===== src/sbdf_pkg.sv =====
// shared types, widths and register codes for the single-bin dft sub-vector folder
package sbdf_pkg;

	localparam int SBDF_MAX_POINTS = 65536;

	localparam int SAMPLE_W   = 16;
	localparam int COEF_W     = 32;
	localparam int GAIN_W     = 32;
	localparam int PPV_W      = 17;
	localparam int ACC_W      = 64;
	localparam int VEC_W      = 48;
	localparam int SUM_W      = 56;
	localparam int VIDX_W     = 16;
	localparam int CFG_IDX_W  = 4;
	localparam int CFG_DATA_W = 32;
	localparam int INQ_DEPTH  = 2;

	localparam logic [CFG_IDX_W-1:0] REG_COEF_A    = 4'd0;
	localparam logic [CFG_IDX_W-1:0] REG_COEF_B    = 4'd1;
	localparam logic [CFG_IDX_W-1:0] REG_NORM_GAIN = 4'd2;
	localparam logic [CFG_IDX_W-1:0] REG_PPV       = 4'd3;

	localparam logic signed [COEF_W-1:0] COEF_A_RST    = 32'sd0;
	localparam logic signed [COEF_W-1:0] COEF_B_RST    = 32'sd0;
	localparam logic [GAIN_W-1:0]        NORM_GAIN_RST = 32'd65536;
	localparam logic [PPV_W-1:0]         PPV_RST       = 17'd1024;

	typedef struct packed {
		logic signed [SAMPLE_W-1:0] sample;
		logic                       start_req;
	} in_item_t;

	typedef struct packed {
		logic signed [VEC_W-1:0] vec_real;
		logic signed [VEC_W-1:0] vec_imag;
		logic signed [SUM_W-1:0] total_real;
		logic signed [SUM_W-1:0] total_imag;
		logic [VIDX_W-1:0]       vector_index;
	} result_t;

	typedef struct packed {
		logic load;
		logic mag;
		logic mul;
		logic comb;
		logic fin;
	} scale_ctl_t;

endpackage


===== src/sbdf_outq.sv =====
// result holding register seen by the receiver as a one-entry queue
module sbdf_outq import sbdf_pkg::*; (
	input  logic    clk,
	input  logic    arst_n,
	input  logic    push,
	input  result_t wr_item,
	output logic    ready,
	output logic    empty,
	input  logic    pop,
	output result_t rd_item
);

	logic    valid_q;
	result_t data_q;

	assign empty   = !valid_q;
	assign ready   = !valid_q || pop;
	assign rd_item = data_q;

	always_ff @(posedge clk) begin
		if (push) begin
			data_q <= wr_item;
		end
	end

	always_ff @(posedge clk or negedge arst_n) begin
		if (!arst_n) begin
			valid_q <= 1'b0;
		end else if (push) begin
			valid_q <= 1'b1;
		end else if (pop) begin
			valid_q <= 1'b0;
		end
	end

endmodule


===== config.mk =====
export PLATFORM = sky130hd
export DESIGN_NAME = sbdf_outq
export DESIGN_NICKNAME = d
export VERILOG_FILES = /design/src/sbdf_pkg.sv /design/src/sbdf_outq.sv
export SDC_FILE = /design/constraint.sdc
export NUM_CORES = 1
export LEC_CHECK = 0
export BUFFER_PORTS_ARGS = -buffer_cell sky130_fd_sc_hd__buf_2
export CORE_AREA = 3 3 177 179
export CTS_CLUSTER_SIZE = 40
export DETAILED_ROUTE_END_ITERATION = 12
export DIE_AREA = 0 0 180 182
export GPL_ROUTABILITY_DRIVEN = 0
export PLACE_DENSITY_LB_ADDON = 0.25
export SLEW_MARGIN = 20
export SYNTH_ARGS = -nofsm -noshare
export SYNTH_HDL_FRONTEND = slang
export SYNTH_SLANG_ARGS = --single-unit

===== constraint.sdc =====
create_clock -name clk -period 0.8 [get_ports clk]
set_input_delay 0.16 -clock clk [delete_from_list [all_inputs] [get_ports clk]]
set_output_delay 0.16 -clock clk [all_outputs]
set_load 0.02 [all_outputs]

**After elaboration in Yosys (flattened, before gate mapping)**

Index checks and enable logic that the tools add are counted.

- Reductions and logical operators: 3
- Mux-type cells: 2

Operators with widths:

| cell | number |
|---|---|
| $mux W1 | 2 |
| $reduce_bool A2 Y1 | 1 |
| $logic_not A1 Y1 | 1 |
| $logic_or A1 B1 Y1 | 1 |

- Word-level logic and storage cells: 11
- Register bits after elaboration: 225
- Output and inout port bits: 226

**Depth between registers and ports, before layout**

- Word-level depth: 2
- Gate-level depth with buffers: 2

**Worst setup path before layout**

No wires, ideal clock.

- Path type: reg2out
- Start: register valid_q
- End: output empty
- Slack: 0.102 ns
- Data required time: 0.640 ns
- Arrival: 0.538 ns
- Cell stages (with the launch flop): 2
- Path through: dfrtp_1 > inv_1

- Word-level cells in the longest chain between the ends: 1

Ends and longest elaborated chain:

| item | RTL line | RTL |
|---|---|---|
| start, declared | sbdf_outq.sv:13 | `logic valid_q;` |
| start signal, assigned | sbdf_outq.sv:28 | `valid_q <= 1'b0;` |
| start signal, assigned | sbdf_outq.sv:30 | `valid_q <= 1'b1;` |
| start signal, assigned | sbdf_outq.sv:32 | `valid_q <= 1'b0;` |
| $logic_not A1 Y1 | sbdf_outq.sv:16 | `assign empty = !valid_q;` |
| end, declared | sbdf_outq.sv:8 | `output logic empty,` |

Every way passes these cells.

**Final worst setup path**

Same ends and word-level chain as after synthesis.

==> tab_implementation.tex <==
\begin{tabular}{lr}
\hline
Metric & Value \\
\hline
\multicolumn{2}{l}{\textbf{Detailed routing}} \\
Pre-antenna DRT Iters & 4 \\
Detailed-route wire length on metal 1 & around 7900 um \\
Total via count in the routed design & 5159 \\
Detail-routed via count per cell & $\sim$3.8 \\
Post-route DRC violation count & 0 \\
Total wire length after detailed routing & 23300 um \\
Per-cell routed wire length & 17.1 um \\
Met3 wire length & 2200 um \\
Drt initial violations & roughly 160 \\
Routed Antenna Nets & 0 \\
Metal2 WL & 12300 um \\
Top sig layer & met4 \\
\multicolumn{2}{l}{\textbf{Setup path}} \\
Worst-path fanout max & 2 \\
Data arrival time of the critical path & about 1.1 ns \\
Flop2flop setup slack & approximately 0.050 ns \\
Depth of the most critical reg-to-reg path & 3 \\
Worst Setup Start Kind & flop \\
Data required time at the worst endpoint & approximately 0.64 ns \\
Launch point of the worst reg-to-reg path & valid\_q\$\_DFFE\_PN0P\_ \\
Worst reg2reg endpoint & valid\_q\$\_DFFE\_PN0P\_ \\
Category of the most critical setup path & reg -> out \\
Critical path endpoint category & primary output \\
\multicolumn{2}{l}{\textbf{Logic synthesis}} \\
Synthesized cell area & just under 7000 um\^{}2 \\
Yosys cell types & 5 \\
Synthesized netlist cell count & 228 \\
Number of warnings printed during yosys synthesis & 0 \\
Number of nets produced by synthesis & roughly 460 \\
Portion of the post-synthesis area used by sequential elements & about 100\% \\
Total of flip-flops plus latches after synthesis & 225 \\
Mean instance size in the synthesized netlist & about 30 um\^{}2 \\
\multicolumn{2}{l}{\textbf{Min path}} \\
Worst min path class & in -> reg \\
Worst hold path stage count & 4 \\
Hold endpoint & valid\_q\$\_DFFE\_PN0P\_ \\
Launch point of the worst hold path & pop \\
\multicolumn{2}{l}{\textbf{Place}} \\
Placed wire-length estimate & 15400 um \\
Port Buf Inserts & between 400 and 500 \\
Cell area after placement & approximately 9700 um\^{}2 \\
\multicolumn{2}{l}{\textbf{Floorplan}} \\
Effective utilization at floorplan & 22.8\% \\
Horiz. Die Dim & approximately 180 um \\
Core outline area & 29700 um\^{}2 \\
Die span in y & approximately 180 um \\
DIE AREA & between 30000 and 40000 um\^{}2 \\
Row cnt & 63 \\
Io pins & 454 \\
\multicolumn{2}{l}{\textbf{Timing}} \\
Final clock period utilization by the worst path & 159\% \\
Clock skew & 0 ns \\
Minimum clock period & $\sim$1.3 ns \\
Transition time of the tightest slew-check pin & 0.246 ns \\
Hold violation total from the final report & 0 \\
Final setup violation count & between 200 and 250 \\
Maximum frequency from static timing analysis & 788 MHz \\
Max-slew headroom & a little over four fifths \\
Unrepaired setup endpoints after global routing & yes \\
PnR worst setup slack & -0.469 ns \\
Final number of max-transition violations & 0 \\
\multicolumn{2}{l}{\textbf{Flow run}} \\
Max capacitance violation total & 0 \\
\multicolumn{2}{l}{\textbf{Cells and area}} \\
Area of all placed cells without fillers & $\sim$14000 um\^{}2 \\
Number of nets at the end of the flow & 1179 \\
Layout fillers & between 2k and 2.5k \\
Synth-to-Final Area Change & 106\% \\
Layout cell share with drive strength beyond 1 & between 50 and 60\% \\
\multicolumn{2}{l}{\textbf{Clocking}} \\
Sink Count & 225 \\
TritonCTS Buffers & 25 \\
TritonCTS clock tree & built \\
Later-pin clock latency in the skew report & approximately 0.50 ns \\
Clock Tree Buf Depth & 3 \\
CTS HTree Levels & 1 \\
Root Buffer Master & sky130\_fd\_sc\_hd\_\_clkbuf\_16 \\
Clk pin slew, worst setup/hold paths & $\sim$0.060 ns \\
\multicolumn{2}{l}{\textbf{Global routing}} \\
Maximum number of pins on one net before global-route repair & 39 \\
Number of global-route vias before repair & 5839 \\
GRT Util Overall & approximately an eighth \\
First-pass GRT wire length & between 30000 and 40000 um \\
Antenna violations before repair & 2 \\
Total overflow reported by the global router & 0 \\
\multicolumn{2}{l}{\textbf{Outcome}} \\
Violated checks & negative setup slack \\
Result of the run & finished with violations \\
\multicolumn{2}{l}{\textbf{Pwr}} \\
Leak & 0.00583 uW \\
Peak supply drop & roughly 2.0 mV \\
P per Cell Area & approximately 2200 nW/um\^{}2 \\
Total power & 30400 uW \\
\hline
\end{tabular}
## cell usage in the layout, fill, tap and decap left out
cell type                       count
sky130_fd_sc_hd__nand2b_4           1
sky130_fd_sc_hd__buf_2            271
sky130_fd_sc_hd__clkinvlp_4         2
sky130_fd_sc_hd__buf_6            181
sky130_fd_sc_hd__edfxtp_1         224
sky130_fd_sc_hd__dfrtp_1            1
sky130_fd_sc_hd__bufinv_16          3
sky130_fd_sc_hd__clkinv_1           7
sky130_fd_sc_hd__clkbuf_16         25
sky130_fd_sc_hd__nand2b_2           1
sky130_fd_sc_hd__diode_2            2
sky130_fd_sc_hd__buf_12             5
sky130_fd_sc_hd__clkinv_2           4
sky130_fd_sc_hd__buf_8              1
sky130_fd_sc_hd__inv_8              1
sky130_fd_sc_hd__clkbuf_1           3
sky130_fd_sc_hd__dlygate4sd3_1    226
sky130_fd_sc_hd__inv_1              1
sky130_fd_sc_hd__buf_4             12
## through the flow
step,hold WS [ns],util [%],cells,worst slack (ns),setup TNS [ns]
CTS,-0.105,45.1,1358,-0.545,-98.59
finish,0.0406,46.9,1361,-0.469,-90.13
floorplan,-0.136,-,228,0.102,0
detailed placement,-0.0617,32.7,1087,-0.196,-31.57
global route,0.00907,46.9,1361,-0.541,-102.56
global placement,-0.0643,32.7,1087,-0.192,-31.47
## worst max-delay path, stage by stage (launching register included)
cell	delay [ns]
sky130_fd_sc_hd__dfrtp_1	0.40
sky130_fd_sc_hd__inv_1	0.08
sky130_fd_sc_hd__buf_6	0.12
## power breakdown
group          internal [uW]  total, uW  switching [uW]
logic                   2610       4840            2230
registers              14000      14400             415
clock network           6670      11100            4400
## metal layers
layer / up-vias / track usage, %
met3: 52 / 5.23
li1: 2389 / -
met4: 0 / 4.64
met1: 2421 / 13.4
met2: 297 / 24.2
met5: - / 0
## how the worst max path moves through the flow
stage                          start                      to  cells after the start  slack [ns]
2_1_floorplan    valid_q$_DFFE_PN0P_                   empty                      1        0.10
3_5_place_dp                    push  rd_item[152]$_DFFE_PP_                      2       -0.20
6_report         valid_q$_DFFE_PN0P_                   empty                      2       -0.47
5_1_grt        rd_item[75]$_DFFE_PP_             rd_item[75]                      1       -0.54
3_3_place_gp                    push  rd_item[147]$_DFFE_PP_                      2       -0.19
4_1_cts        rd_item[75]$_DFFE_PP_             rd_item[75]                      1       -0.55
## flip-flops by register name, indices dropped and copies added, names as in the netlist
signal	count
rd_item	224
valid_q	1
## area by class of cell
class | count | area, um^2 | share of cell area [%]
flip-flops and latches | 225 | 6750 | 48.5
repair buffers | 696 | 5860 | 42.1
clock buffers | 28 | 637 | 4.57
well taps | 390 | 488 | 3.50
clock inverters | 17 | 163 | 1.17
multi-input cells | 2 | 22.5 | 0.162
diodes | 2 | 5.00 | 0.0359
inverters | 1 | 3.75 | 0.0269
## cell usage after synthesis
| library cell | n | area share [%] |
|---|---|---|
| sky130_fd_sc_hd__edfxtp_1 | 224 | 99 |
| sky130_fd_sc_hd__dfrtp_1 | 1 | 0.37 |
| sky130_fd_sc_hd__inv_1 | 1 | 0.055 |
| sky130_fd_sc_hd__nand2b_2 | 1 | 0.13 |
| sky130_fd_sc_hd__nand2b_4 | 1 | 0.20 |
## kinds of logic (layout without fill, tap and decap cells)
group	Yosys count	after routing	share of synthesized area [%]
buffers and inverters	1	742	0.0553
and+or+nand+nor	2	2	0.332
DFF	225	225	99.6
other	0	2	0
## timing repair
action / 4_1_cts / 5_1_grt
hold buffers: 226 / 0
gates resized for setup: 194 / 172
endpoints found under the setup margin: 226 / 226
hold endpoints to repair: 226 / 0
buffers inserted: 0 / 1
Note: power is estimated with default switching activity, not from simulation.
