`src/sbdf_pkg.sv`:
```
// shared types, widths and register codes for the single-bin dft sub-vector folder
package sbdf_pkg;

	localparam int SBDF_MAX_POINTS = 65536;

	localparam int SAMPLE_W   = 16;
	localparam int COEF_W     = 32;
	localparam int GAIN_W     = 32;
	localparam int PPV_W      = 17;
	localparam int ACC_W      = 64;
	localparam int VEC_W      = 48;
	localparam int SUM_W      = 56;
	localparam int VIDX_W     = 16;
	localparam int CFG_IDX_W  = 4;
	localparam int CFG_DATA_W = 32;
	localparam int INQ_DEPTH  = 2;

	localparam logic [CFG_IDX_W-1:0] REG_COEF_A    = 4'd0;
	localparam logic [CFG_IDX_W-1:0] REG_COEF_B    = 4'd1;
	localparam logic [CFG_IDX_W-1:0] REG_NORM_GAIN = 4'd2;
	localparam logic [CFG_IDX_W-1:0] REG_PPV       = 4'd3;

	localparam logic signed [COEF_W-1:0] COEF_A_RST    = 32'sd0;
	localparam logic signed [COEF_W-1:0] COEF_B_RST    = 32'sd0;
	localparam logic [GAIN_W-1:0]        NORM_GAIN_RST = 32'd65536;
	localparam logic [PPV_W-1:0]         PPV_RST       = 17'd1024;

	typedef struct packed {
		logic signed [SAMPLE_W-1:0] sample;
		logic                       start_req;
	} in_item_t;

	typedef struct packed {
		logic signed [VEC_W-1:0] vec_real;
		logic signed [VEC_W-1:0] vec_imag;
		logic signed [SUM_W-1:0] total_real;
		logic signed [SUM_W-1:0] total_imag;
		logic [VIDX_W-1:0]       vector_index;
	} result_t;

	typedef struct packed {
		logic load;
		logic mag;
		logic mul;
		logic comb;
		logic fin;
	} scale_ctl_t;

endpackage

```
`src/sbdf_inq.sv`:
```
// front request queue: accepts samples and hands them to the core in order
module sbdf_inq import sbdf_pkg::*; (
	input  logic     clk,
	input  logic     arst_n,
	input  logic     push,
	input  in_item_t wr_item,
	output logic     full,
	input  logic     rd,
	output logic     rd_valid,
	output in_item_t rd_item
);

	localparam int PTR_W = (INQ_DEPTH > 1) ? $clog2(INQ_DEPTH) : 1;
	localparam int CNT_W = $clog2(INQ_DEPTH + 1);

	in_item_t         mem_q [INQ_DEPTH];
	logic [PTR_W-1:0] wr_ptr_q;
	logic [PTR_W-1:0] rd_ptr_q;
	logic [CNT_W-1:0] count_q;
	logic             wr_en;
	logic             rd_en;

	assign full     = (count_q == CNT_W'(INQ_DEPTH));
	assign rd_valid = (count_q != '0);
	assign wr_en    = push && !full;
	assign rd_en    = rd && rd_valid;
	assign rd_item  = mem_q[rd_ptr_q];

	always_ff @(posedge clk) begin
		if (wr_en) begin
			mem_q[wr_ptr_q] <= wr_item;
		end
	end

	always_ff @(posedge clk or negedge arst_n) begin
		if (!arst_n) begin
			wr_ptr_q <= '0;
			rd_ptr_q <= '0;
			count_q  <= '0;
		end else begin
			if (wr_en) begin
				wr_ptr_q <= (wr_ptr_q == PTR_W'(INQ_DEPTH - 1)) ? '0 : wr_ptr_q + 1'b1;
			end
			if (rd_en) begin
				rd_ptr_q <= (rd_ptr_q == PTR_W'(INQ_DEPTH - 1)) ? '0 : rd_ptr_q + 1'b1;
			end
			case ({wr_en, rd_en})
				2'b10:   count_q <= count_q + 1'b1;
				2'b01:   count_q <= count_q - 1'b1;
				default: count_q <= count_q;
			endcase
		end
	end

endmodule

```
`config.mk`:
```
export PLATFORM = sky130hd
export DESIGN_NAME = sbdf_inq
export DESIGN_NICKNAME = d
export VERILOG_FILES = /design/src/sbdf_pkg.sv /design/src/sbdf_inq.sv
export SDC_FILE = /design/constraint.sdc
export NUM_CORES = 1
export LEC_CHECK = 0
export BUFFER_PORTS_ARGS = -buffer_cell sky130_fd_sc_hd__buf_4
export CELL_PAD_IN_SITES_DETAIL_PLACEMENT = 0
export CELL_PAD_IN_SITES_GLOBAL_PLACEMENT = 1
export CORE_AREA = 5 5 68 70
export DETAILED_ROUTE_END_ITERATION = 10
export DIE_AREA = 0 0 73 75
export PLACE_DENSITY = 0.81
export SKIP_LAST_GASP = 1
export SLEW_MARGIN = 20
export SYNTH_ARGS = -nofsm -noshare
export SYNTH_HDL_FRONTEND = slang
export SYNTH_SLANG_ARGS = --single-unit
```
`constraint.sdc`:
```
create_clock -name clk -period 1.9 [get_ports clk]
set_input_delay 0.285 -clock clk [delete_from_list [all_inputs] [get_ports clk]]
set_output_delay 0.285 -clock clk [all_outputs]
set_load 0.05 [all_outputs]
```
# Yosys cells after proc, flatten, opt, wreduce, memory -nomap -nowiden
# Memories as Yosys holds them, arrays and structs flattened.
# Cells that the tools add are included.
[op_classes] add_sub_neg=4 n_eq_ne=3 n_mux=5 reduce_logical=5
[ops] operator="2-bit equality test, second input constant" count=2
[ops] operator="1-bit two-way mux" count=4
[ops] operator="2-bit case mux with 2 select lines" count=1
[ops] operator="2-bit nonzero test" count=2
[ops] operator="1-bit adder, second input constant" count=2
[ops] operator="2-bit by 1-bit adder with 2-bit output, second input constant" count=1
[ops] operator="2-bit by 1-bit equality test with 1-bit output, second input constant" count=1
[ops] operator="1-bit logical AND" count=2
[ops] operator="2-bit by 1-bit subtractor with 2-bit output, second input constant" count=1
[ops] operator="1-bit logical NOT" count=1
[word_totals] reg_bits=4 ramBits=34 input_bits=21 output_inout_bits=19 word_cells=21 n_memories=1
[memory_table] memory="mem_q" words=2 word_bits=17 rd=1 rd_clocked_by_memory_dff=0 write_ports=1 line_no="sbdf_inq.sv:16" rtl="in_item_t mem_q [INQ_DEPTH];"

# Logic depth before layout (Yosys ltp)
[depth] word_depth=5 mapped_depth=6 mapped_depth_nobuf=6

# Least setup slack after synthesis
# Ideal clock, no wire load.
[synth_path] kind="flip-flop to flip-flop" from="reg count_q[0]" to="mem mem_q[0][0] in the netlist's numbering (enable)" setup_time_ns=0.390 arrival_ns=1.365 required_ns=1.510 slack_ns=0.144 path_stages_with_launch=4 n_path_buf=0 synth_period_minus_slack_ns=1.756 path_cell_list="dfrtp_1 > nand2b_1 > nand2_1 > nor2_1"
[synth_via] elab_chain_cells=5
[synth_rtl] element="start, declared" line_no="sbdf_inq.sv:19" rtl="logic [CNT_W-1:0] count_q;"
[synth_rtl] element="start signal, assigned" line_no="sbdf_inq.sv:48" rtl="2'b10: count_q <= count_q + 1'b1;"
[synth_rtl] element="start signal, assigned" line_no="sbdf_inq.sv:49" rtl="2'b01: count_q <= count_q - 1'b1;"
[synth_rtl] element="start signal, assigned" line_no="sbdf_inq.sv:50" rtl="default: count_q <= count_q;"
[synth_rtl] element="2-bit equality test" line_no="sbdf_inq.sv:23" rtl="assign full = (count_q == CNT_W'(INQ_DEPTH));"
[synth_rtl] element="1-bit logical NOT" line_no="sbdf_inq.sv:25" rtl="assign wr_en = push && !full;"
[synth_rtl] element="1-bit logical AND" line_no="sbdf_inq.sv:25"
[synth_rtl] element="1-bit two-way mux" line_no="sbdf_inq.sv:30" rtl="if (wr_en) begin"
[synth_rtl] element="1-bit two-way mux (not written as such)" line_no="sbdf_inq.sv:31" rtl="mem_q[wr_ptr_q] <= wr_item;"
[synth_rtl] element="end, declared" line_no="sbdf_inq.sv:16"
# Every way passes these cells.

==> run summary <==
The number of flops mapped to enable cells by yosys is 34. The area share of fa/ha/maj cells after synthesis came out at 0.8726%. The clock period minus final worst setup slack is 1689 ps.

Counting every net in the synthesized netlist gives 93. In the synthesized netlist the dominant register cell turns out to be edfxtp_1. The tree is rooted in a clkbuf_8.

The weighted congestion at the end of routability-driven global placement is 0.7420. The final standard cell area without fillers is 1936 µm². The count of yosys warnings during synthesis is 0.

The arrival time reported for the critical path endpoint is 1400 ps. Setup repair after global routing left no endpoint under its margin. The pin slew with the least headroom to its limit is 166.3 ps.

For this configuration, the core starts out at a cell density of 36.64%. Clock latency on the worst-skew pair, taken at its later pin, is 290 ps. Synthesis instantiated 14 different standard cells from the library. Counting every sink on the clock net gives 38. The wire length the detailed router placed on met1 is 952 µm. The average vias per placed instance is 4.329. The sum of met2 wire segment lengths after detailed routing came out at 1304 µm.

The setup total negative slack is 0 ps. The share of post-route cells with drive strength above 1 came out at 57.72%. The area of the mapped netlist came out at 1434 µm². The count of buffers from port buffering is 39. The DRC violation total after the first TritonRoute iteration is 14.

For this design the top-level I/O count stands at 40. The run finished with clean final reports. The post-cts hold buffer count came out at 1. The floorplan has 23 rows. The mux cell area share after synthesis is 13.35%. The HPWL reported at the end of detailed placement is 1840 µm. The region available for standard cell placement spans 3914 µm².

The vertical die dimension came out at 75 µm. The number of inserted filler cells in the final layout came out at 365. The longest clock path from root to sink contains 2 buffers. The simple logic cell fraction of the synthesized area is 2.705%. The final wirelength came out at 2508 µm. The required time of the critical path is 1620 ps.

The number of design rule violations left after detail routing came out at 0. The post-synthesis register bit count came out at 38. The count of final hold-check violations came out at 0. The first global-routing pass estimated 3857 µm of wire. By area, the combinational part of the netlist is dominated by multiplexers. Ranked by total cell area, the synthesized netlist is headed by edfxtp_1 (71%), mux2_2 (13%), dfrtp_1 (7.0%).

The highest clock rate came out at 0.5920 GHz. The number of levels the H-tree was split into is 2. Of all cell types, the one taking the most synthesized area is edfxtp_1. In this run the worst hold path is classified as input pin to flop. The area enclosed by the die boundary is 5475 µm². The commonest cells after synthesis are edfxtp_1 (34), mux2_2 (17), dfrtp_1 (4). The number of detailed-route iterations in the first pass came out at 4. The final worst clock skew came out at 6.860 ps. Synthesis produced 71 cells. For this run, the number of standard cells in the final layout without fillers is 173. Setup violations remaining at the end of the flow were counted as 0. The layout overhead on the synthesized area is 34.99%. Summing the sequential cell areas from Yosys gives 78.18% of the chip area. Entering global routing, the biggest net connects 14 pins. The analysis attributes to cell leakage a power of 0.0007542 µW.

The CTS tree is done. The relative slew slack came out at 88.92%. The final net count came out at 144.

The xor/xnor cell area share of the yosys netlist came out at 3.054%. The worst setup margin came out at 210.9 ps. The number of global-route vias before repair is 833. The total overflow reported by the global router is 0.

The detailed-routed wire length on met3 came out at 198 µm. STA classifies the critical path startpoint as a flop. The number of antenna diodes in the final layout is 0.

The part of the cycle the worst path needs is 88.90%. Post-CTS repair changed the size of 0 cells. The number of clock buffers inserted by TritonCTS is 5. The worst slack at placement came out at 403.3 ps. The synthesized area per cell is 20.20 µm².

The cell count after placement is 164. The total of max-cap violations came out at 0. The number of antenna violations at the first check in global routing was 0. Global routing used 9.772% of the available tracks across all layers.

The average wire per cell in the routed design came out at 14.50 µm. The clock transition at the registers of the reported paths is 80 ps. The cell area after placement is 1812 µm². Cells fill 49.46% of the core in the end.

The final antenna-violating net count came out at 0. In this run the biggest area consumer among cell types represents 71.20% of the synthesized area. The largest fanout on the critical path came out at 11.

The power per cell area came out at 1809 nW/µm². The overall die width came out at 73 µm. Yosys instantiated no cell more often than edfxtp_1.

The number of max-slew violations in the final report was 0. The largest vdd supply drop is 1033 µV. The number of setup buffers added after CTS is 0.

The highest routing layer actually used is met4. The complex-gate fraction of the synthesized area came out at 0%. The fraction of registers with async set/reset is 10.53%.

STA classifies the critical path endpoint as an output pin. The setup path with the least slack is of type flop to output pin. The total via count in the routed design is 749.
-- cell type report --
class / count / area, µm² / share of cell area (%)
clock buffers: 5 / 68.82 / 3.555
flip-flops and latches: 38 / 1121 / 57.92
inverters: 1 / 3.754 / 0.1939
multi-input cells: 30 / 286.5 / 14.80
well taps: 50 / 62.56 / 3.232
clock inverters: 3 / 45.04 / 2.327
repair buffers: 46 / 347.8 / 17.97
-- through the flow --
step | total power (µW) | hold slack, ps
after floorplan | 2406 | -10.59
after global placement | 2834 | 82.81
after detailed placement | 2866 | 84.11
after CTS | 3545 | 163.1
after global routing | 3667 | 151.6
final | 3502 | 172.8
-- critical path, cell delays in order, from the launching register on --
cell	delay (ps)
dfrtp_1	350
buf_4	210
mux2_2	360
buf_4	190
-- metal layers --
layer	global-route usage, %	vias up
met5	0	-
met4	5.533	0
met3	4.806	4
met2	15.49	25
met1	10.71	353
li1	-	367
-- power by group --
group          switching [µW]  leakage, µW  internal, µW  total [µW]
combinational            1030     0.000341           577        1610
clock                     282    0.0000504           390         672
sequential               67.0     0.000362          1150        1220
total                    1380     0.000754          2120        3500
-- registers in the layout, summed over array words and instances (netlist names) --
signal and flops:
mem_q 34, rd_ptr_q 1, count_q 2, wr_ptr_q 1
-- cells by family (layout without fill, tap and decap cells) --
logic type,after synthesis,after routing
simple gates,7,7
flops,38,38
xor+xnor,5,5
mux,17,17
buf+inv,3,55
fa+ha+maj,1,1
-- cells in the final DEF (no fill, tap or decap), drive strengths merged --
| cell type | count |
|---|---|
| and2 | 1 |
| and3 | 1 |
| buf | 45 |
| bufinv | 1 |
| clkbuf | 5 |
| clkinvlp | 2 |
| dfrtp | 4 |
| dlygate4sd3 | 1 |
| edfxtp | 34 |
| ha | 1 |
| inv | 1 |
| mux2 | 17 |
| nand2 | 1 |
| nand2b | 1 |
| nor2 | 2 |
| or2 | 1 |
| xnor2 | 3 |
| xor2 | 2 |
-- final timing paths --
kind | from | endpoint | slack (ps) | cells past startpoint
setup / recovery | rd_ptr_q$_DFFE_PN0P_ | rd_item[9] | 210 | 3
hold / removal | wr_item[4] | mem_q[1][4]$_DFFE_PP_ | 170 | 1
setup reg to reg | count_q[0]$_DFFE_PN0P_ | count_q[1]$_DFFE_PN0P_ | 380 | 5
hold reg to reg | wr_ptr_q$_DFFE_PN0P_ | wr_ptr_q$_DFFE_PN0P_ | 500 | 1
max in group asynchronous | arst_n | wr_ptr_q$_DFFE_PN0P_ | 1460 | 2
min in group asynchronous | arst_n | count_q[1]$_DFFE_PN0P_ | 340 | 2
Power figures use the tool's default switching activity.
